$ cat config.mk
export PLATFORM = sky130hd
export DESIGN_NAME = ultrasonic_echo_ranger
export DESIGN_NICKNAME = d
export VERILOG_FILES = /design/src/uer_pkg.sv /design/src/ultrasonic_echo_ranger.sv
export SDC_FILE = /design/constraint.sdc
export NUM_CORES = 1
export LEC_CHECK = 0
export ABC_AREA = 1
export ABC_CLOCK_PERIOD_IN_PS = 8600
export BUFFER_PORTS_ARGS = -buffer_cell sky130_fd_sc_hd__clkbuf_2
export CORE_ASPECT_RATIO = 1.5
export CORE_UTILIZATION = 40
export DETAILED_ROUTE_END_ITERATION = 12
export GPL_TIMING_DRIVEN = 0
export REMOVE_ABC_BUFFERS = 1
export SYNTH_ARGS = -nofsm -noshare
export SYNTH_HDL_FRONTEND = slang
export SYNTH_SLANG_ARGS = --single-unit
$ cat constraint.sdc
create_clock -name clk -period 8.6 [get_ports clk]
set_clock_uncertainty 0.1 [all_clocks]
set_input_delay 1.29 -clock clk [delete_from_list [all_inputs] [get_ports clk]]
set_output_delay 1.29 -clock clk [all_outputs]
set_load 0.005 [all_outputs]
$ cat src/uer_pkg.sv
package uer_pkg;

    localparam int IN_DATA_W   = 8;
    localparam int OUT_DATA_W  = 32;
    localparam int TRIG_LEN_W  = 8;
    localparam int TIMEOUT_W   = 16;
    localparam int INTERVAL_W  = 24;
    localparam int DURATION_W  = 16;
    localparam int DISTANCE_W  = 11;
    localparam int CFG_INDEX_W = 2;
    localparam int CFG_DATA_W  = 24;

    localparam logic [TRIG_LEN_W-1:0] TRIG_LEN_RESET     = 8'd10;
    localparam logic [TIMEOUT_W-1:0]  TIMEOUT_RESET      = 16'd32000;
    localparam logic [INTERVAL_W-1:0] MIN_INTERVAL_RESET = 24'd1000000;

    localparam logic [CFG_INDEX_W-1:0] REG_TRIG_LEN     = 2'd0;
    localparam logic [CFG_INDEX_W-1:0] REG_TIMEOUT      = 2'd1;
    localparam logic [CFG_INDEX_W-1:0] REG_MIN_INTERVAL = 2'd2;

    // Division by 58 is a multiply by ceil(2^22 / 58) and a shift by 22,
    // exact for every 16-bit duration.
    localparam int              DIV_RECIP_W = 17;
    localparam int              DIV_SHIFT   = 22;
    localparam logic [DIV_RECIP_W-1:0] DIV_RECIP = 17'd72316;
    localparam int              DIV_PROD_W  = DURATION_W + DIV_RECIP_W;

    typedef enum logic [3:0]
    {
        PH_IDLE = 4'b0001,
        PH_TRIG = 4'b0010,
        PH_RISE = 4'b0100,
        PH_HIGH = 4'b1000
    } phase_t;

endpackage

$ cat src/ultrasonic_echo_ranger.sv
// Ultrasonic ranger controller that takes one request per microsecond tick on the
// input stream and returns exactly one result per request on the output stream. The
// controller state and the result register both load on the clock edge that accepts
// the request, so a new request can be taken every cycle. The only throughput limit
// is back-pressure from the output side. The conversion from duration to centimeters
// is one 16 by 17 bit multiply by the reciprocal of 58; it feeds the result register
// directly. Configuration writes are accepted on every cycle and take effect from the
// next request onward.
module ultrasonic_echo_ranger
(
    input  logic                               clk,
    input  logic                               rst_n,
    input  logic                               s_axis_tvalid,
    output logic                               s_axis_tready,
    // Fields from bit 0 up: echo_level, start_request, zero padding.
    input  logic [uer_pkg::IN_DATA_W-1:0]      s_axis_tdata,
    output logic                               m_axis_tvalid,
    input  logic                               m_axis_tready,
    // Fields from bit 0 up: trigger_level, busy_res, done_res, refused,
    // measure_status, duration_us, distance_cm.
    output logic [uer_pkg::OUT_DATA_W-1:0]     m_axis_tdata,
    input  logic                               cfg_valid,
    output logic                               cfg_ready,
    input  logic [uer_pkg::CFG_INDEX_W-1:0]    cfg_index,
    input  logic [uer_pkg::CFG_DATA_W-1:0]     cfg_data
);

    logic [uer_pkg::TRIG_LEN_W-1:0]  trig_len_reg;
    logic [uer_pkg::TIMEOUT_W-1:0]   timeout_reg;
    logic [uer_pkg::INTERVAL_W-1:0]  min_interval_reg;

    uer_pkg::phase_t                 phase_reg, phase_next;
    logic [uer_pkg::TIMEOUT_W-1:0]   phase_count_reg, phase_count_next;
    logic [uer_pkg::INTERVAL_W-1:0]  interval_count_reg, interval_count_next;
    logic                            interval_running_reg, interval_running_next;
    logic [uer_pkg::DURATION_W-1:0]  last_duration_reg, last_duration_next;
    logic [uer_pkg::DISTANCE_W-1:0]  last_distance_reg, last_distance_next;
    logic                            last_status_reg, last_status_next;

    logic                            out_valid_reg;
    logic [uer_pkg::OUT_DATA_W-1:0]  out_data_reg, out_data_next;

    logic                            echo;
    logic                            start;
    logic                            trig;
    logic                            done;
    logic                            refused;
    logic                            busy;
    logic                            in_accept;
    logic [uer_pkg::INTERVAL_W:0]    interval_inc;
    logic [uer_pkg::TIMEOUT_W:0]     count_inc;
    logic [uer_pkg::TIMEOUT_W:0]     limit;
    logic [uer_pkg::DIV_PROD_W-1:0]  div_prod;
    logic [uer_pkg::DISTANCE_W-1:0]  quotient;

    assign echo          = s_axis_tdata[0];
    assign start         = s_axis_tdata[1];
    assign s_axis_tready = !out_valid_reg || m_axis_tready;
    assign in_accept     = s_axis_tvalid && s_axis_tready;
    assign m_axis_tvalid = out_valid_reg;
    assign m_axis_tdata  = out_data_reg;
    assign cfg_ready     = 1'b1;

    assign interval_inc = {1'b0, interval_count_reg} + 25'd1;
    assign count_inc    = {1'b0, phase_count_reg} + 17'd1;
    assign limit        = (timeout_reg == '0) ? 17'd1 : {1'b0, timeout_reg};
    assign div_prod     = uer_pkg::DIV_PROD_W'(phase_count_reg)
                          * uer_pkg::DIV_PROD_W'(uer_pkg::DIV_RECIP);
    assign quotient     = div_prod[uer_pkg::DIV_SHIFT +: uer_pkg::DISTANCE_W];

    always_comb
    begin
        phase_next            = phase_reg;
        phase_count_next      = phase_count_reg;
        interval_count_next   = interval_count_reg;
        interval_running_next = interval_running_reg;
        last_duration_next    = last_duration_reg;
        last_distance_next    = last_distance_reg;
        last_status_next      = last_status_reg;
        trig                  = 1'b0;
        done                  = 1'b0;
        refused               = 1'b0;

        if (interval_running_reg)
        begin
            interval_count_next = interval_inc[uer_pkg::INTERVAL_W-1:0];
            if (interval_inc >= {1'b0, min_interval_reg})
            begin
                interval_running_next = 1'b0;
            end
        end

        unique case (phase_reg)
            uer_pkg::PH_IDLE:
            begin
                if (start)
                begin
                    if (interval_running_next)
                    begin
                        refused = 1'b1;
                    end
                    else
                    begin
                        interval_count_next   = '0;
                        interval_running_next = 1'b1;
                        trig                  = 1'b1;
                        if (trig_len_reg <= 8'd1)
                        begin
                            phase_next       = uer_pkg::PH_RISE;
                            phase_count_next = '0;
                        end
                        else
                        begin
                            phase_next       = uer_pkg::PH_TRIG;
                            phase_count_next = 16'd1;
                        end
                    end
                end
            end
            uer_pkg::PH_TRIG:
            begin
                refused = start;
                trig    = 1'b1;
                if (count_inc >= {9'b0, trig_len_reg})
                begin
                    phase_next       = uer_pkg::PH_RISE;
                    phase_count_next = '0;
                end
                else
                begin
                    phase_count_next = count_inc[uer_pkg::TIMEOUT_W-1:0];
                end
            end
            uer_pkg::PH_RISE:
            begin
                refused = start;
                if ((echo && (limit <= 17'd1)) || (!echo && (count_inc >= limit)))
                begin
                    last_status_next = 1'b1;
                    phase_next       = uer_pkg::PH_IDLE;
                    phase_count_next = '0;
                    done             = 1'b1;
                end
                else if (echo)
                begin
                    phase_next       = uer_pkg::PH_HIGH;
                    phase_count_next = 16'd1;
                end
                else
                begin
                    phase_count_next = count_inc[uer_pkg::TIMEOUT_W-1:0];
                end
            end
            uer_pkg::PH_HIGH:
            begin
                refused = start;
                if (echo)
                begin
                    if (count_inc >= limit)
                    begin
                        last_status_next = 1'b1;
                        phase_next       = uer_pkg::PH_IDLE;
                        phase_count_next = '0;
                        done             = 1'b1;
                    end
                    else
                    begin
                        phase_count_next = count_inc[uer_pkg::TIMEOUT_W-1:0];
                    end
                end
                else
                begin
                    last_duration_next = phase_count_reg;
                    last_distance_next = quotient;
                    last_status_next   = 1'b0;
                    phase_next         = uer_pkg::PH_IDLE;
                    phase_count_next   = '0;
                    done               = 1'b1;
                end
            end
            default:
            begin
                phase_next       = uer_pkg::PH_IDLE;
                phase_count_next = '0;
            end
        endcase

        busy          = (phase_next != uer_pkg::PH_IDLE);
        out_data_next = {last_distance_next, last_duration_next, last_status_next,
                         refused, done, busy, trig};
    end

    always_ff @(posedge clk or negedge rst_n)
    begin
        if (!rst_n)
        begin
            trig_len_reg     <= uer_pkg::TRIG_LEN_RESET;
            timeout_reg      <= uer_pkg::TIMEOUT_RESET;
            min_interval_reg <= uer_pkg::MIN_INTERVAL_RESET;
        end
        else if (cfg_valid && cfg_ready)
        begin
            unique case (cfg_index)
                uer_pkg::REG_TRIG_LEN:
                begin
                    trig_len_reg <= cfg_data[uer_pkg::TRIG_LEN_W-1:0];
                end
                uer_pkg::REG_TIMEOUT:
                begin
                    timeout_reg <= cfg_data[uer_pkg::TIMEOUT_W-1:0];
                end
                uer_pkg::REG_MIN_INTERVAL:
                begin
                    min_interval_reg <= cfg_data;
                end
                default:
                begin
                end
            endcase
        end
    end

    always_ff @(posedge clk or negedge rst_n)
    begin
        if (!rst_n)
        begin
            phase_reg            <= uer_pkg::PH_IDLE;
            phase_count_reg      <= '0;
            interval_count_reg   <= '0;
            interval_running_reg <= 1'b0;
            last_duration_reg    <= '0;
            last_distance_reg    <= '0;
            last_status_reg      <= 1'b0;
            out_valid_reg        <= 1'b0;
        end
        else if (in_accept)
        begin
            phase_reg            <= phase_next;
            phase_count_reg      <= phase_count_next;
            interval_count_reg   <= interval_count_next;
            interval_running_reg <= interval_running_next;
            last_duration_reg    <= last_duration_next;
            last_distance_reg    <= last_distance_next;
            last_status_reg      <= last_status_next;
            out_valid_reg        <= 1'b1;
        end
        else if (m_axis_tready)
        begin
            out_valid_reg <= 1'b0;
        end
    end

    always_ff @(posedge clk)
    begin
        if (in_accept)
        begin
            out_data_reg <= out_data_next;
        end
    end

endmodule
==> results of run 1 <==
==> final cells by class <==
cell class                      count  area (um^2)
Fill cell                        3603        19300
Multi-Input combinational cell   1212         8620
Sequential cell                   154         4030
Inverter                          346         1300
Tap cell                          473          592
Timing Repair Buffer               70          434
Clock buffer                       18          429
Clock inverter                     14          136
==> per-layer routing <==
layer / track usage / vias to the layer above / routed length, um
li1: - / 5743 / -
met1: 0.222 / 5399 / 13500
met2: 0.411 / 204 / 19700
met3: 0.0237 / 92 / 754
met4: 0.120 / 0 / 1840
met5: 0 / - / 0
==> cell usage in the layout, fill, tap and decap left out, types with 10 or more instances in the layout <==
master and count:
o211ai_1 13, or2_2 14, nor2_1 98, nand4_1 55, xor2_1 33, nand2_2 18
o21ai_2 11, inv_1 342, clkbuf_16 17, nand3_1 78, a21oi_1 66, edfxtp_1 32
a21o_1 13, nand2_1 340, fa_1 83, ha_1 169, nor2_4 10, clkbuf_2 65
dfstp_2 16, dfrtp_1 106, o21ai_0 115, o21ai_1 16, nor3_1 17
==> power by group <==
group / internal (mW) / switching, mW / total [mW]
Clock: 0.405 / 0.341 / 0.746
Sequential: 0.955 / 0.144 / 1.10
Combinational: 0.367 / 0.613 / 0.980
Total: 1.73 / 1.10 / 2.82
==> per-stage QoR <==
| stage | worst slack (ns) | cells | power (mW) | util |
|---|---|---|---|---|
| after CTS | 2.47 | 2287 | 2.86 | 0.446 |
| after global placement | 2.09 | 2251 | 2.06 | 0.426 |
| after global routing | 2.16 | 2287 | 3.06 | 0.446 |
| after detailed placement | 2.47 | 2255 | 2.10 | 0.429 |
| final | 2.53 | 2287 | 2.82 | 0.446 |
| after floorplan | 3.23 | 1712 | 1.79 | - |
==> kinds of logic (layout without fill, tap and decap cells) <==
family | Yosys count | count (layout)
buf+inv | 389 | 448
flops | 154 | 154
simple gates | 658 | 658
fa+ha+maj | 252 | 252
compound gates | 262 | 262
other cells | 1 | 1
xor+xnor | 39 | 39
==> worst paths after layout <==
kind                                            from              endpoint  cells past startpoint
worst min register to register  last_distance_reg[5]  last_distance_reg[5]                      2
max in group asynchronous                      rst_n  min_interval_reg[18]                      2
worst max register to register    phase_count_reg[8]      m_axis_tdata[22]                     19
worst min-delay path            last_distance_reg[5]  last_distance_reg[5]                      2
min in group asynchronous                      rst_n  last_distance_reg[4]                      1
worst max-delay path              phase_count_reg[8]      m_axis_tdata[22]                     19
==> worst max-delay path, cell delays in order (launching register included) <==
cell      delay, ns
dfrtp_1        0.71
ha_1           0.49
inv_1          0.11
fa_1           0.51
inv_1          0.05
fa_1           0.52
fa_1           0.44
fa_1           0.54
inv_1          0.05
fa_1           0.52
inv_1          0.04
ha_1           0.32
a21oi_1        0.22
a21boi_0       0.36
o21ai_0        0.25
a21o_1         0.20
nand2_1        0.05
nand3_1        0.15
nand2_1        0.12
inv_1          0.06
==> run metrics, run 1 <==
number of detailed-routing iterations run before antenna repair=7; Post-synth EDFFs=32; clock tree from TritonCTS=done; final worst path period share=0.706; max reg flops=32; DP HPWL=28,600 um; worst skew pair latency=0.45 ns; die span in y=232 um; required time worst endpoint=8.70 ns; mean number of vias per cell=5.00; final critical path time including I/O delays and setup=6.07 ns; post-cts sizing count=0; Max transition margin=0.0687; Simple-Gate Fraction of Synth Area=0.212; Worst IR Drop VDD=0.000184 V; post-synthesis cell area=0.0141 mm^2; number of sinks on the clock net=154; commonest cells in the synthesized netlist=343 x inv_1, 341 x nand2_1, 169 x ha_1; number of cell rows=84; status=finished clean; total overflow reported by the global router=0; most used flip-flop cell after synthesis=dfrtp_1; fraction of synthesized area in multiplexers=0; growth of design area from synthesis to finish=9.97%; proportion of synthesized flip-flops having asynchronous set or reset=0.792; H-tree depth=4; Clock Path Buffers=2; R2R setup slack=2.53 ns; Final Net Count=2,092; total wire length=35,800 um; Tightest Pin Transition=1.39 ns; total negative setup slack=0 ns; DR WL/cell=15.7 um; largest net degree at the start of global routing=99; number of global-route vias before repair=11,809; wire length of the first global-routing pass=59,300 um; CTS hold repair buffers=0; Die Footprint=0.0361 mm^2; maximum capacitance violations=0; Pwr per Cell Area=182 mW/mm^2; top cells by area in the synthesized netlist=dfrtp_1 19%, ha_1 15%, fa_1 12%; First DRT Iteration DRCs=409; remaining design rule violation count=0; type of the worst setup path=reg -> reg; final hold slack=0.373 ns; sequential cell area fraction in the yosys report=0.285; achievable frequency=165 MHz; post-placement cell area=0.0150 mm^2; compound-gate portion of the synthesized area=0.105; antenna viol nets, final=0; antenna violations before repair=0; CP endpoint kind=register; synthesis warning total=0; adder and majority cell fraction of the synthesized area=0.267; TritonCTS buffer count=17; cell accounting for the most synthesized area=dfrtp_1; number of buffers inserted to repair setup after CTS=0; register clock-pin slew on the reported worst setup and hold paths=0.06 ns; gate count after technology mapping=1,755; synthesized area per cell=8.06 um^2; I/O pins=74; post-synthesis sequential element count=154; final setup fails=0; aggregate global-route resource usage=0.214; main combinational cell family by area after synthesis=adder cells; Worst setup SP type=register; area fraction of the dominant cell type after synthesis=0.188; fraction of synthesized cell area in xor and xnor cells=0.0247; clock root cell=clkbuf_16; core footprint=0.0349 mm^2; fraction of final layout cells with drive strength greater than 1=0.107; number of hold violations in the final report=0; post-route cell area=0.0155 mm^2; highest net fanout along the worst path=11; leakage power summed over all cells=8.37 nW; count of distinct cell types in the synthesized netlist=50; IO Port Bufs=66; Worst EP arrival=6.17 ns; Hold Path Class=reg -> reg; vias=11,438; number of antenna cells inserted=0; Die Width=156 um; number of max-slew violations in the final report=0; Routability Congestion=0.904; most frequent cell after synthesis=inv_1; Initial Utilization=0.405; setup repair after global routing missed its margin=false
Power figures use the tool's default switching activity.
==> run 2: changes to the inputs <==
--- a/config.mk
+++ b/config.mk
@@ -6,7 +6,7 @@
 export NUM_CORES = 1
 export LEC_CHECK = 0
 export ABC_AREA = 1
-export ABC_CLOCK_PERIOD_IN_PS = 8600
+export ABC_CLOCK_PERIOD_IN_PS = 5450
 export BUFFER_PORTS_ARGS = -buffer_cell sky130_fd_sc_hd__clkbuf_2
 export CORE_ASPECT_RATIO = 1.5
 export CORE_UTILIZATION = 40
==> constraint.sdc (replaced) <==
create_clock -name clk -period 5.45 [get_ports clk]
set_clock_uncertainty 0.1 [all_clocks]
set_input_delay 0.8175 -clock clk [delete_from_list [all_inputs] [get_ports clk]]
set_output_delay 0.8175 -clock clk [all_outputs]
set_load 0.005 [all_outputs]
==> run metrics, run 2 (same netlist as run 1, synthesis figures left out) <==
final core occ=0.467 (was 0.446); largest net degree at the start of global routing=99 (unchanged); Clock Path Buffers=2 (unchanged); footprint of the flip-flops and latches=0.00406 mm^2 (was 0.00403 mm^2); CP endpoint kind=register (unchanged); number of filler instances in the final layout=3,527 (was 3,603); aggregate global-route resource usage=0.216 (was 0.214); Reg2Reg Launch Point=phase_count_reg[12] (was phase_count_reg[8]); First DRT Iteration DRCs=449 (was 409); I/O pins=74 (unchanged); type of the worst setup path=reg -> reg (unchanged); maximum capacitance violations=0 (unchanged); Pwr per Cell Area=276 mW/mm^2 (was 182 mW/mm^2); max reg flops=32 (unchanged); R2R setup slack=-0.02 ns (was 2.53 ns); DR WL/cell=16.0 um (was 15.7 um); reg-to-reg critical path endpoint=m_axis_tdata[27] (was m_axis_tdata[22]); achievable frequency=183 MHz (was 165 MHz); number of sinks on the clock net=154 (unchanged); wire length of the first global-routing pass=60,100 um (was 59,300 um); clock tree from TritonCTS=done (unchanged); fraction of final layout cells with drive strength greater than 1=0.179 (was 0.107); area of the multi-input gates=0.00911 mm^2 (was 0.00862 mm^2); Worst EP arrival=5.58 ns (was 6.17 ns); Worst IR Drop VDD=0.000290 V (was 0.000184 V); Die Footprint=0.0361 mm^2 (unchanged); number of cell rows=84 (unchanged); DP HPWL=28,600 um (unchanged); worst skew pair latency=0.45 ns (about the same); Worst R2R Path Depth=22 (was 19); most frequent cells in the layout=322 x inv_1, 321 x nand2_1, 160 x ha_1 (was 342 x inv_1, 340 x nand2_1, 169 x ha_1); remaining design rule violation count=0 (unchanged); Hold Path Class=in -> async (was reg -> reg); number of antenna cells inserted=0 (unchanged); required time worst endpoint=5.56 ns (was 8.70 ns); most common library cell in the layout ignoring fill and taps=inv_1 (unchanged); number of hold violations in the final report=0 (unchanged); antenna violations before repair=0 (unchanged); IO Port Bufs=66 (unchanged); final critical path time including I/O delays and setup=5.47 ns (was 6.07 ns); final worst path period share=1.00 (was 0.706); clock root cell=clkbuf_16 (unchanged); growth of design area from synthesis to finish=15.2% (was 9.97%); number of detailed-routing iterations run before antenna repair=5 (was 7); vias=11,573 (was 11,438); register clock-pin slew on the reported worst setup and hold paths=0.07 ns (was 0.06 ns); TritonCTS buffer count=17 (unchanged); Die Width=156 um (unchanged); antenna viol nets, final=0 (unchanged); Initial Utilization=0.405 (unchanged); total negative setup slack=-0.0160 ns (was 0 ns); core footprint=0.0349 mm^2 (unchanged); number of global-route vias before repair=12,017 (was 11,809); status=finished, violations left (was finished clean); setup repair after global routing missed its margin=true (was false); number of max-slew violations in the final report=0 (unchanged); Final Net Count=2,116 (was 2,092); leakage power summed over all cells=8.61 nW (was 8.37 nW); Max transition margin=0.0587 (was 0.0687); H-tree depth=4 (unchanged); Routability Congestion=0.904 (unchanged); total overflow reported by the global router=0 (unchanged); total wire length=36,900 um (was 35,800 um); violations in the final reports=setup timing; final setup fails=1 (was 0); Tightest Pin Transition=1.40 ns (was 1.39 ns); mean number of vias per cell=5.01 (was 5.00); final hold slack=0.148 ns (was 0.373 ns); fin worst setup slack=-0.0160 ns (was 2.53 ns); launching instance or port of the critical path=phase_count_reg[12] (was phase_count_reg[8]); die span in y=232 um (unchanged); highest net fanout along the worst path=7 (was 11); Worst setup SP type=register (unchanged)
-- run 2: how the worst max path moves through the flow --
stage                            to  slack [ns]  cells past startpoint
2_1_floorplan      m_axis_tdata[29]        0.08                     20
3_3_place_gp   last_distance_reg[1]       -0.84                     19
3_5_place_dp       m_axis_tdata[22]       -0.68                     19
4_1_cts            m_axis_tdata[29]       0.003                     21
5_1_grt            m_axis_tdata[27]       -0.18                     22
6_report           m_axis_tdata[27]       -0.02                     22
-- run 2: worst max-delay path, cell delays in order, from the launching register on --
cell     delay [ns]
dfrtp_4        0.56
fa_1           0.58
inv_2          0.04
fa_1           0.47
inv_1          0.05
fa_1           0.49
fa_1           0.42
fa_1           0.51
inv_2          0.04
fa_1           0.54
inv_2          0.05
ha_4           0.26
a21o_1         0.21
a21oi_2        0.12
o21ai_1        0.08
nand2_1        0.12
nand3_4        0.15
nand2_2        0.11
nand2_1        0.05
nand2_1        0.05
nand3_1        0.09
nand2_1        0.10
inv_1          0.04
-- run 2: final cells by class --
| class | instances | share of cell area |
|---|---|---|
| Multi-Input combinational cell | 1212 | 0.559 |
| Tap cell | 473 | 0.0363 |
| Clock buffer | 18 | 0.0263 |
| Timing Repair Buffer | 94 | 0.0405 |
| Clock inverter | 14 | 0.00837 |
| Sequential cell | 154 | 0.249 |
| Inverter | 346 | 0.0802 |
-- run 2: report_power, final --
| group | internal [mW] | switching, mW |
|---|---|---|
| clock | 0.639 | 0.540 |
| sequential | 1.51 | 0.228 |
| combinational | 0.593 | 0.987 |
-- run 2: what timing repair did --
| action | 4_1_cts | 5_1_grt |
|---|---|---|
| endpoints found under the setup margin | 22 | 22 |
| gates resized for setup | 75 | 78 |
| hold buffers | 0 | 0 |
| setup buffers | 21 | 3 |
| pin swaps | 30 | 49 |
| cloned | 0 | 0 |
-- run 2: stage by stage --
step / setup WS [ns] / cells / area [um^2] / power [mW]
detailed placement: -0.676 / 2255 / 15000 / 3.31
CTS: 0.00252 / 2308 / 16000 / 4.53
global route: -0.181 / 2311 / 16300 / 4.86
global placement: -0.837 / 2251 / 14900 / 3.25
finish: -0.0160 / 2311 / 16300 / 4.49
floorplan: 0.0756 / 1712 / 13900 / 2.83
-- run 2: metal layers --
layer	vias up	part of all wire	track usage
met4	0	0.052	0.125
met5	-	0	0
li1	5785	-	-
met2	192	0.55	0.415
met1	5497	0.38	0.223
met3	99	0.022	0.0244
